==> config.mk <==
export PLATFORM = sky130hd
export DESIGN_NAME = som_isqrt
export DESIGN_NICKNAME = d
export VERILOG_FILES = /design/src/hw/rtl/som_pkg.sv /design/src/hw/rtl/som_isqrt.sv
export SDC_FILE = /design/constraint.sdc
export NUM_CORES = 1
export LEC_CHECK = 0
export BUFFER_PORTS_ARGS = -buffer_cell sky130_fd_sc_hd__clkbuf_2
export CORE_UTILIZATION = 67
export DETAILED_ROUTE_END_ITERATION = 10
export GPL_ROUTABILITY_DRIVEN = 0
export PLACE_DENSITY = 0.85
export SLEW_MARGIN = 20
export SYNTH_ARGS = -nofsm -noshare
export SYNTH_HDL_FRONTEND = slang
export SYNTH_SLANG_ARGS = --single-unit
==> constraint.sdc <==
create_clock -name clk_i -period 11.5 [get_ports clk_i]
set_clock_uncertainty 0.05 [all_clocks]
set_input_delay 1.15 -clock clk_i [delete_from_list [all_inputs] [get_ports clk_i]]
set_output_delay 1.15 -clock clk_i [all_outputs]
set_load 0.1 [all_outputs]
==> src/hw/rtl/som_pkg.sv <==
// Shared types and constants of the self-organizing map training block.
// No dependencies; every other RTL file of the block but som_ram imports it.
`default_nettype none
package som_pkg;

  localparam int unsigned LANES      = 4;
  localparam int unsigned LANE_W     = 16;
  localparam int unsigned VEC_W      = LANES * LANE_W;
  localparam int unsigned SQ_W       = 2 * LANE_W;
  localparam int unsigned SUM_W      = SQ_W + 2;
  localparam int unsigned ROOT_W     = SUM_W / 2;
  localparam int unsigned DIST_W     = 17;
  localparam int unsigned D2_W       = 11;
  localparam int unsigned GAIN_W     = 16;
  localparam int unsigned CFG_IDX_W  = 3;
  localparam int unsigned CFG_DATA_W = 16;

  localparam logic [DIST_W-1:0] DIST_MAX  = 17'd131071;
  localparam logic [16:0]       LOG2E_Q16 = 17'd94548;

  typedef enum logic [1:0] {
    REQ_LOAD  = 2'd0,
    REQ_TRAIN = 2'd1,
    REQ_READ  = 2'd2,
    REQ_NONE  = 2'd3
  } req_kind_e;

  typedef enum logic [CFG_IDX_W-1:0] {
    CFG_ROWS   = 3'd0,
    CFG_COLS   = 3'd1,
    CFG_FEATS  = 3'd2,
    CFG_ALPHA  = 3'd3,
    CFG_RADIUS = 3'd4
  } cfg_idx_e;

  typedef struct packed {
    logic [1:0]       req_type;
    logic [4:0]       node_row;
    logic [4:0]       node_col;
    logic [VEC_W-1:0] feature_vector;
  } req_t;

  typedef struct packed {
    logic [1:0]        resp_kind;
    logic [4:0]        bmu_row;
    logic [4:0]        bmu_col;
    logic [DIST_W-1:0] bmu_distance;
    logic [VEC_W-1:0]  node_vector;
  } resp_t;

  // 2^(-k/16) in Q16, k = 0..16
  function automatic logic [16:0] exp2_neg(input logic [4:0] k);
    logic [16:0] v;
    case (k)
      5'd0:    v = 17'd65536;
      5'd1:    v = 17'd62757;
      5'd2:    v = 17'd60097;
      5'd3:    v = 17'd57549;
      5'd4:    v = 17'd55109;
      5'd5:    v = 17'd52773;
      5'd6:    v = 17'd50535;
      5'd7:    v = 17'd48393;
      5'd8:    v = 17'd46341;
      5'd9:    v = 17'd44376;
      5'd10:   v = 17'd42495;
      5'd11:   v = 17'd40693;
      5'd12:   v = 17'd38968;
      5'd13:   v = 17'd37316;
      5'd14:   v = 17'd35734;
      5'd15:   v = 17'd34219;
      default: v = 17'd32768;
    endcase
    return v;
  endfunction

endpackage
`default_nettype wire

==> src/hw/rtl/som_isqrt.sv <==
// Bit-serial integer square root, two radicand bits per cycle.
// Depends on som_pkg.
`default_nettype none
module som_isqrt (
  input  logic                         clk_i,
  input  logic                         rst_ni,
  input  logic                         start_i,
  input  logic [som_pkg::SUM_W-1:0]    n_i,
  output logic                         done_o,
  output logic [som_pkg::ROOT_W-1:0]   root_o
);
  import som_pkg::*;

  logic [SUM_W-1:0] n_q, r_q, bit_q, trial;
  logic             run_q, done_q;

  assign trial = r_q + bit_q;

  always_ff @(posedge clk_i or negedge rst_ni) begin
    if (!rst_ni) begin
      run_q  <= 1'b0;
      done_q <= 1'b0;
      n_q    <= '0;
      r_q    <= '0;
      bit_q  <= '0;
    end else begin
      done_q <= 1'b0;
      if (start_i) begin
        run_q <= 1'b1;
        n_q   <= n_i;
        r_q   <= '0;
        bit_q <= SUM_W'(1) << (SUM_W - 2);
      end else if (run_q) begin
        if (n_q >= trial) begin
          n_q <= n_q - trial;
          r_q <= (r_q >> 1) + bit_q;
        end else begin
          r_q <= r_q >> 1;
        end
        bit_q <= bit_q >> 2;
        if (bit_q[0]) begin
          run_q  <= 1'b0;
          done_q <= 1'b1;
        end
      end
    end
  end

  assign done_o = done_q;
  assign root_o = r_q[ROOT_W-1:0];

endmodule
`default_nettype wire

==> impl_metrics.csv <==
group,metric,value,unit
status,outcome,"completed",
synthesis,syn_nets,1046,
clock_network,cts.sinks,87,
timing,slew-limit-headroom,0.388,
synthesis,yosys.cell_types.count,59,
power,ir_drop,0.000151,V
synthesis,synth_top_family_by_area,"compound AO/OA/AOI/OAI gates",
setup_path,worstPathRequired,11.70,ns
timing,rsz0062_at_grt,"false",
timing,worstMarginPinSlew,0.917,ns
final_layout,layout-drive-gt1-share,0.0940,
floorplan,dieArea,11900,um^2
synthesis,synth_simple_gate_area_share,0.168,
synthesis,yosysMostFrequentCell,"nor2_1",
floorplan,initial_utilization,0.698,
synthesis,synth_common_cells,"108 x nor2_1, 87 x dfrtp_1, 84 x o21ai_0",
timing,setup-tns-final,0,ns
power,p_per_area,234,nW/um^2
drt,drt-pass1-iter-count,8,
global_routing,grt_remaining_overflow,0,
floorplan,die_y,109,um
clock_network,root_buffer,"clkbuf_16",
synthesis,ys.flop_type,"dfrtp_1",
global_routing,grt_pass1_vias,6490,
global_routing,grt_pass1_wl,31.5,mm
timing,min_period,5.94,ns
synthesis,ys_seq_elements,87,
synthesis,syn_area,7660,um^2
drt,drc,0,
setup_path,reg2reg_slack,5.56,ns
hold_path,hold_class,"register to register",
setup_path,cp_slowest_stage_delay,0.45,ns
clock_network,clk_latency,0.36,ns
synthesis,synth_seq_area_share,0.284,
clock_network,numCtsBuffers,9,
timing,fmaxAchievable,168,MHz
timing,post-route-period-util,0.516,
clock_network,holdBufCountCts,0,
setup_path,critPathSlowestCell,"dfrtp_1",
place,place_hpwl,13.4,mm
synthesis,synthXorXnorAreaFrac,0.0869,
global_routing,grt_max_degree,83,
synthesis,synth.area.mux_share,0.0554,
drt,drt_iter0_drc,437,
synthesis,synth_warnings,0,
floorplan,die_w,109,um
global_routing,antenna_found_initial,0,
clock_network,clk_pin_slew,0.07,ns
setup_path,crit_type,"register to register",
final_layout,fin_nets,1060,
final_layout,diodes,0,
drt,vias,6959,
synthesis,synthCells,938,
synthesis,yosysTopAreaCell,"dfrtp_1",
clock_network,cts_setup_buffers,0,
timing,setup_viol,0,
synthesis,synth_top_area_frac,0.284,
setup_path,cp_common_cell,"a31oi_1",
setup_path,crit_path_cell_trace,"ha_1 -> a31oi_1 -> o21bai_1 -> a31oi_1 -> o21ai_0 -> a31oi_1 -> o21ai_0 -> a31o_2 -> a31oi_1 -> xor2_1 -> ha_1 -> and2_0 -> nand3_1 -> or4_1 -> o311a_1 -> a21oi_4 -> nor2_2 -> buf_4 -> or3_1 -> a311oi_1",
floorplan,ioPinCount,55,
synthesis,async_reset_ff_frac,1.00,
synthesis,synth_enable_flop_cells,0,
final_layout,area_delta_synth_final,6.74,%
drt,routedWlPerCell,17.0,um
run,cap_violations,0,
clock_network,cts_max_path_buffers,2,
setup_path,crit_fanout,48,
global_routing,track_usage,0.340,
synthesis,synth_compound_area_frac,0.241,
drt,ant_nets,0,
timing,finalHoldViolations,0,
setup_path,start_kind,"register",
clock_network,cts_htree_levels,3,
setup_path,arrival,6.14,ns
floorplan,coreArea,11000,um^2
timing,slew_violations,0,
clock_network,postCtsResizedCells,0,
power,p_leak,3.89,nW
floorplan,rows,38,
place,port_buffers,54,
synthesis,synth_adder_area_share,0.117,
synthesis,synth.area.top_cells,"dfrtp_1 28%, ha_1 11%, o21ai_0 5.5%",
clock_network,cts_tree,"yes",
drt,wirelength,18.6,mm
setup_path,crit_path_end_kind,"register",
power,total_power,1.91,mW
drt,via_per_inst,6.34,
synthesis,avgSynthCellArea,8.17,um^2
## worst max-delay path, delay by kind of cell, from the launching register on
| kind | cells | cell delay (ns) |
|---|---|---|
| AO/OA/AOI/OAI | 11 | 2.98 |
| AND/OR/NAND/NOR | 5 | 1.24 |
| adder cells (fa/ha/maj) | 2 | 0.73 |
| flip-flops | 1 | 0.45 |
| buffers and inverters | 1 | 0.28 |
| XOR/XNOR | 1 | 0.09 |
## cell usage in the layout (no fill, tap or decap), types with 4 or more instances in the layout
master / count
clkbuf_2: 52
nand4_1: 9
nor3_1: 7
o21ai_0: 84
a311oi_1: 6
dfrtp_1: 86
xnor2_1: 35
nand3_1: 21
nand2b_1: 6
o211ai_1: 7
mux2i_1: 39
xor2_1: 41
or3_1: 11
nor2b_1: 8
a211oi_1: 24
inv_1: 20
a31o_2: 4
ha_1: 70
a21oi_1: 82
o21a_1: 10
a21o_1: 20
o21bai_1: 13
o31ai_1: 4
buf_4: 7
a31oi_1: 27
nand2_1: 83
and3_1: 9
nor4_1: 4
nor2_1: 108
clkbuf_16: 9
and2_1: 5
## cell families (layout without fill, tap and decap cells)
group,after synthesis,in the layout
AO/OA/AOI/OAI,300,300
XOR/XNOR,76,76
adder cells (fa/ha/maj),71,71
buffers and inverters,77,96
flip-flops,87,87
multiplexers,42,42
AND/OR/NAND/NOR,285,285
## area by class of cell
type,instances,area [um^2]
clock inverters,7,80.1
flip-flops and latches,87,2180
inverters,21,78.8
repair buffers,59,313
fillers,848,2800
clock buffers,9,225
multi-input cells,774,5130
well taps,140,175
## routing by layer
layer  vias to the layer above  share of wire  track usage
met5                         -              0            0
met4                         0          0.033        0.163
met3                        48          0.065       0.0424
met2                       263           0.44        0.518
met1                      3231           0.46        0.476
li1                       3417              -            -
## power breakdown
| part | switching [mW] | internal [mW] | total, mW |
|---|---|---|---|
| Combinational | 0.683 | 0.474 | 1.16 |
| Sequential | 0.0667 | 0.377 | 0.444 |
| Clock | 0.137 | 0.172 | 0.308 |
## state kept, by name, summed over array words and instances, names as in the netlist
register  flops
bit_q        17
done_o        1
n_q          34
r_q          34
run_q         1
## per-stage QoR
step	area, um^2	setup WS, ns	hold WS [ns]	utilization	instances
floorplan	7660	6.30	0.433	-	938
finish	8180	5.56	0.494	0.745	1097
global placement	7870	5.76	0.468	0.717	1081
global route	8180	5.08	0.533	0.745	1097
CTS	8180	5.57	0.488	0.745	1097
detailed placement	7870	5.63	0.472	0.717	1081
## final timing paths
check | startpoint | to | cells after the start
max | r_q[2]$_DFFE_PN0P_ | r_q[21]$_DFFE_PN0P_ | 20
min | n_q[31]$_DFFE_PN0P_ | n_q[31]$_DFFE_PN0P_ | 2
max reg2reg | r_q[2]$_DFFE_PN0P_ | r_q[21]$_DFFE_PN0P_ | 20
min reg2reg | n_q[31]$_DFFE_PN0P_ | n_q[31]$_DFFE_PN0P_ | 2
max in group asynchronous | rst_ni | n_q[32]$_DFFE_PN0P_ | 2
min in group asynchronous | rst_ni | n_q[5]$_DFFE_PN0P_ | 1
(Power assumes the default switching activity.)
