## src/hw/rtl/som_pkg.sv

```systemverilog
// Shared types and constants of the self-organizing map training block.
// No dependencies; every other RTL file of the block but som_ram imports it.
`default_nettype none
package som_pkg;

  localparam int unsigned LANES      = 4;
  localparam int unsigned LANE_W     = 16;
  localparam int unsigned VEC_W      = LANES * LANE_W;
  localparam int unsigned SQ_W       = 2 * LANE_W;
  localparam int unsigned SUM_W      = SQ_W + 2;
  localparam int unsigned ROOT_W     = SUM_W / 2;
  localparam int unsigned DIST_W     = 17;
  localparam int unsigned D2_W       = 11;
  localparam int unsigned GAIN_W     = 16;
  localparam int unsigned CFG_IDX_W  = 3;
  localparam int unsigned CFG_DATA_W = 16;

  localparam logic [DIST_W-1:0] DIST_MAX  = 17'd131071;
  localparam logic [16:0]       LOG2E_Q16 = 17'd94548;

  typedef enum logic [1:0] {
    REQ_LOAD  = 2'd0,
    REQ_TRAIN = 2'd1,
    REQ_READ  = 2'd2,
    REQ_NONE  = 2'd3
  } req_kind_e;

  typedef enum logic [CFG_IDX_W-1:0] {
    CFG_ROWS   = 3'd0,
    CFG_COLS   = 3'd1,
    CFG_FEATS  = 3'd2,
    CFG_ALPHA  = 3'd3,
    CFG_RADIUS = 3'd4
  } cfg_idx_e;

  typedef struct packed {
    logic [1:0]       req_type;
    logic [4:0]       node_row;
    logic [4:0]       node_col;
    logic [VEC_W-1:0] feature_vector;
  } req_t;

  typedef struct packed {
    logic [1:0]        resp_kind;
    logic [4:0]        bmu_row;
    logic [4:0]        bmu_col;
    logic [DIST_W-1:0] bmu_distance;
    logic [VEC_W-1:0]  node_vector;
  } resp_t;

  // 2^(-k/16) in Q16, k = 0..16
  function automatic logic [16:0] exp2_neg(input logic [4:0] k);
    logic [16:0] v;
    case (k)
      5'd0:    v = 17'd65536;
      5'd1:    v = 17'd62757;
      5'd2:    v = 17'd60097;
      5'd3:    v = 17'd57549;
      5'd4:    v = 17'd55109;
      5'd5:    v = 17'd52773;
      5'd6:    v = 17'd50535;
      5'd7:    v = 17'd48393;
      5'd8:    v = 17'd46341;
      5'd9:    v = 17'd44376;
      5'd10:   v = 17'd42495;
      5'd11:   v = 17'd40693;
      5'd12:   v = 17'd38968;
      5'd13:   v = 17'd37316;
      5'd14:   v = 17'd35734;
      5'd15:   v = 17'd34219;
      default: v = 17'd32768;
    endcase
    return v;
  endfunction

endpackage
`default_nettype wire

```

## src/hw/rtl/som_gain.sv

```systemverilog
// Neighborhood gain alpha * 2^(-t), t = d2*log2(e)/(2*alpha^2), one quotient bit a cycle.
// Depends on som_pkg.
`default_nettype none
module som_gain (
  input  logic                        clk_i,
  input  logic                        rst_ni,
  input  logic                        start_i,
  input  logic [som_pkg::D2_W-1:0]    d2_i,
  input  logic [15:0]                 alpha_i,
  output logic                        done_o,
  output logic [som_pkg::GAIN_W-1:0]  gain_o
);
  import som_pkg::*;

  localparam int unsigned NW = 60;
  localparam int unsigned QW = 21;

  typedef enum logic [4:0] {
    G_IDLE = 5'b00001,
    G_PRE  = 5'b00010,
    G_DIV  = 5'b00100,
    G_EXP  = 5'b01000,
    G_MUL  = 5'b10000
  } gstate_e;

  gstate_e              state_q;
  logic [NW-1:0]        rem_q, ds_q, lim;
  logic [32:0]          d_q;
  logic                 az_q;
  logic [QW-1:0]        q_q;
  logic [4:0]           cnt_q;
  logic [16:0]          v_q, t0, t1, v_lin;
  logic [28:0]          slope;
  logic [32:0]          gprod;
  logic [GAIN_W-1:0]    gain_q;
  logic                 done_q;

  // quotient of 17*2^16 or more means gain 0
  assign lim = ((NW'(d_q) << 4) + NW'(d_q)) << 16;

  assign t0    = exp2_neg({1'b0, q_q[15:12]});
  assign t1    = exp2_neg(5'({1'b0, q_q[15:12]}) + 5'd1);
  assign slope = 29'(t0 - t1) * 29'(q_q[11:0]);
  assign v_lin = t0 - 17'(slope >> 12);
  assign gprod = 33'(alpha_i) * 33'(v_q);

  always_ff @(posedge clk_i or negedge rst_ni) begin
    if (!rst_ni) begin
      state_q <= G_IDLE;
      done_q  <= 1'b0;
      gain_q  <= '0;
      rem_q   <= '0;
      ds_q    <= '0;
      d_q     <= '0;
      az_q    <= 1'b0;
      q_q     <= '0;
      cnt_q   <= '0;
      v_q     <= '0;
    end else begin
      done_q <= 1'b0;
      case (state_q)
        G_IDLE: begin
          if (start_i) begin
            rem_q   <= (NW'(d2_i) * NW'(LOG2E_Q16)) << 32;
            d_q     <= {32'(alpha_i) * 32'(alpha_i), 1'b0};
            az_q    <= (alpha_i == '0);
            state_q <= G_PRE;
          end
        end
        G_PRE: begin
          if (az_q || rem_q >= lim) begin
            gain_q  <= '0;
            done_q  <= 1'b1;
            state_q <= G_IDLE;
          end else begin
            ds_q    <= NW'(d_q) << (QW - 1);
            q_q     <= '0;
            cnt_q   <= 5'(QW - 1);
            state_q <= G_DIV;
          end
        end
        G_DIV: begin
          if (rem_q >= ds_q) begin
            rem_q <= rem_q - ds_q;
            q_q   <= (q_q << 1) | QW'(1);
          end else begin
            q_q <= q_q << 1;
          end
          ds_q  <= ds_q >> 1;
          cnt_q <= cnt_q - 5'd1;
          if (cnt_q == '0) begin
            state_q <= G_EXP;
          end
        end
        G_EXP: begin
          v_q     <= v_lin >> q_q[20:16];
          state_q <= G_MUL;
        end
        G_MUL: begin
          gain_q  <= gprod[31:16];
          done_q  <= 1'b1;
          state_q <= G_IDLE;
        end
        default: state_q <= G_IDLE;
      endcase
    end
  end

  assign done_o = done_q;
  assign gain_o = gain_q;

endmodule
`default_nettype wire
```

## config.mk

```make
export PLATFORM = sky130hd
export DESIGN_NAME = som_gain
export DESIGN_NICKNAME = d
export VERILOG_FILES = /design/src/hw/rtl/som_pkg.sv /design/src/hw/rtl/som_gain.sv
export SDC_FILE = /design/constraint.sdc
export NUM_CORES = 2
export LEC_CHECK = 0
export ABC_AREA = 1
export BUFFER_PORTS_ARGS = -buffer_cell sky130_fd_sc_hd__buf_4
export CORE_MARGIN = 2
export CORE_UTILIZATION = 47
export DETAILED_ROUTE_END_ITERATION = 8
export SLEW_MARGIN = 40
export SYNTH_ARGS = -nofsm -noshare
export SYNTH_HDL_FRONTEND = slang
export SYNTH_SLANG_ARGS = --single-unit
```

## constraint.sdc

```tcl
create_clock -name clk_i -period 11.7 [get_ports clk_i]
set_clock_uncertainty 0.1 [all_clocks]
set_input_delay 1.17 -clock clk_i [delete_from_list [all_inputs] [get_ports clk_i]]
set_output_delay 1.17 -clock clk_i [all_outputs]
set_load 0.1 [all_outputs]
```

==> summary.md <==
| Metric | Value |
|---|---|
| Critical Path RT | `12100 ps` |
| Routed Antenna Nets | `0` |
| Slowest stage delay, CP | `650 ps` |
| Worst R2R Path Depth | `55` |
| CTS Buffer Depth | `3` |
| Pwr dens | `289 nW/um2` |
| Die ar. | `95700 um2` |
| Clock slew at reported path FFs | `70 ps` |
| Filler cells | `9285` |
| Max Cap Viol | `0` |
| Clock sink count | `210` |
| Detailed Routing Iterations Pass 1 | `6` |
| CP startpoint | `q_q[15]` |
| Vias per Instance | `5.23` |
| Top Ports | `47` |
| Pin count of the biggest net entering global routing | `85` |
| Fraction of final layout cells sized beyond drive strength 1 | `0.0340` |
| Num rows | `112` |
| Core Region | `92900 um2` |
| Final Util | `0.500` |
| Final hold slack | `404 ps` |
| CP endpoint | `v_q[7]` |
| Layout Nets | `6971` |
| Minimum clock period | `10760 ps` |
| RSZ-0062 raised after global routing | `no` |
| GR Overflow Total | `0` |
| Starting Density | `0.472` |
| Reg2Reg Setup Slack | `940 ps` |
| Synth top area cells | `fa_1 28%, ha_1 15%, dfrtp_1 12%` |
| Hold/Removal Path Class | `flop to flop` |
| Post-synth EDFFs | `0` |
| Slowest-stage cell, CP | `nor2_1` |
| Setup violators final | `0` |
| Syn_nets | `7048` |
| #FFs+latches synth | `210` |
| Most area-hungry cell type in the Yosys netlist | `fa_1` |
| Main synth FF type | `dfrtp_1` |
| Worst reg2reg path endpoint | `v_q[7]` |
| Residual DRC | `0` |
| Vias | `37100` |
| CP Capture Type | `flop` |
| Critical path fanouts, max | `17` |
| Tot GR Track Use | `0.257` |
| Die Y-Extent | `309 um` |
| Number of global-route vias before repair | `37400` |
| Post-synth top cells | `1339 x nand2_1, 1306 x inv_1, 603 x fa_1, 511 x ha_1, 362 x nor2_1` |
| R2R Path Start | `q_q[15]` |
| Register area share after synthesis | `0.120` |
| Cell with the most instances after synthesis | `nand2_1` |
| Initial antenna violation count | `0` |
| Worst slew pin tran | `797 ps` |
| Setup CP Type | `flop to flop` |
| Arrival time at the worst endpoint | `11150 ps` |
| Post-synth top area share | `0.275` |
| First DRT Iteration DRCs | `2658` |
| # port buffers | `46` |
| Crit share post-route | `0.919` |
| Asr flop ratio synth | `1.00` |
| Mean post-synth cell area | `7.43 um2` |
| # diodes | `0` |
| DP HPWL | `95100 um` |
| Final Slew Violations | `0` |
| Peak supply drop | `261 uV` |
| Synthesized area | `43800 um2` |
| First-pass GRT wire length | `198000 um` |
| Syn Inst Count | `5904` |
| GPL Wtd Cong | `0.927` |
| Post-route cell area | `46500 um2` |
| Setup TNS | `0 ps` |
| Cts bufs inserted | `30` |
| DR WL/cell | `16.8 um` |
| CTS tree | `yes` |
| CP startpoint kind | `flop` |
| Crit-path most repeated cell | `nand2_1` |
| Die Width | `309 um` |
| Yosys cell types | `63` |
| Status | `completed` |
| FMAX | `93.0 MHz` |
| Slew margin rel. | `0.467` |
| Worst skew pair latency | `620 ps` |
| Htree depth | `1` |
| Total Wirelength | `119000 um` |
| Yosys warns | `0` |
| Area Growth Syn to Fin | `5.98%` |
| Root Buffer | `clkbuf_16` |
| Post-DP Area | `45300 um2` |
| P_leak | `25.4 nW` |
| Hold Vio Cnt, Final | `0` |
-- cells by family after synthesis --
family,Yosys count,synth area share
multiplexers,3,0.000685
adder cells (fa/ha/maj),1114,0.421
AO/OA/AOI/OAI,839,0.108
buffers and inverters,1509,0.130
flip-flops,210,0.120
AND/OR/NAND/NOR,2105,0.195
XOR/XNOR,124,0.0248
-- metrics by stage --
stage | power [mW] | worst slack (ps) | instances
3_5_place_dp | 12.3 | 624 | 7047
3_3_place_gp | 12.3 | 861 | 7045
6_report | 13.4 | 942 | 7105
2_1_floorplan | 9.43 | 2100 | 5904
4_1_cts | 13.5 | 592 | 7103
5_1_grt | 15.1 | 76.5 | 7105
-- layout make-up --
cell class,count,area (um2),area share
Multi-Input combinational cell,4185,32900,0.708
Inverter,1314,4940,0.106
Tap cell,1254,1570,0.0338
Timing Repair Buffer,86,686,0.0148
Sequential cell,210,5260,0.113
Clock inverter,18,267,0.00574
Clock buffer,38,831,0.0179
-- registers in the layout, summed over array words and instances, names as in the netlist --
signal,count
ds_q,53
v_q,17
rem_q,60
d_q,31
done_o,1
state_q,5
gain_o,16
cnt_q,5
az_q,1
q_q,21
-- cells in the final DEF, fill, tap and decap left out, drive strengths merged, types with 19 or more instances in the layout --
cell type  instances
a21o              26
a21oi            310
a31oi             25
buf               86
clkbuf            38
dfrtp            209
fa               603
ha               511
inv             1310
nand2           1344
nand3            258
nand4             35
nor2             362
nor3              42
o21a              19
o21ai            310
o21bai            21
o22ai             52
or2               32
xnor2             62
xor2              62
-- where the power goes --
part	internal, mW	switching, mW
Combinational	4.02	7.17
Sequential	0.970	0.262
Clock	0.600	0.411
Total	5.59	7.84
-- routing by layer --
layer  GRT usage  wire, um  vias to the layer above  part of all wire
met5           0         0                        -                 0
met4      0.0420      1970                        0             0.017
met3      0.0249      5720                      129             0.048
met2       0.428     55900                      866              0.47
met1       0.367     55900                    18000              0.47
li1            -         -                    18100                 -
-- worst min path at each step --
stage                    start          to  depth (start not counted)
finish               gain_o[4]   gain_o[4]                          2
global route         gain_o[3]   gain_o[3]                          2
CTS                 gain_o[10]  gain_o[10]                          2
detailed placement   gain_o[4]   gain_o[4]                          2
global placement     gain_o[7]   gain_o[7]                          2
floorplan                 az_q        az_q                          2
-- critical path: cells and delay by family (launching register included) --
kind / cells / cell delay, ps
buffers and inverters: 9 / 1150
DFF: 1 / 530
adders and majority gates: 8 / 3580
AOI/OAI and AO/OA: 7 / 1490
xor gates and xnor gates: 1 / 110
and+or+nand+nor: 30 / 3650
-- timing repair --
action / in CTS / in global routing
gates resized for setup: 0 / 5
setup endpoints to repair: 0 / 17
hold buffers: 0 / 0
buffers inserted: 0 / 2
endpoints found under the hold margin: 0 / 0
No activity file was read; power rests on OpenSTA's default activity.
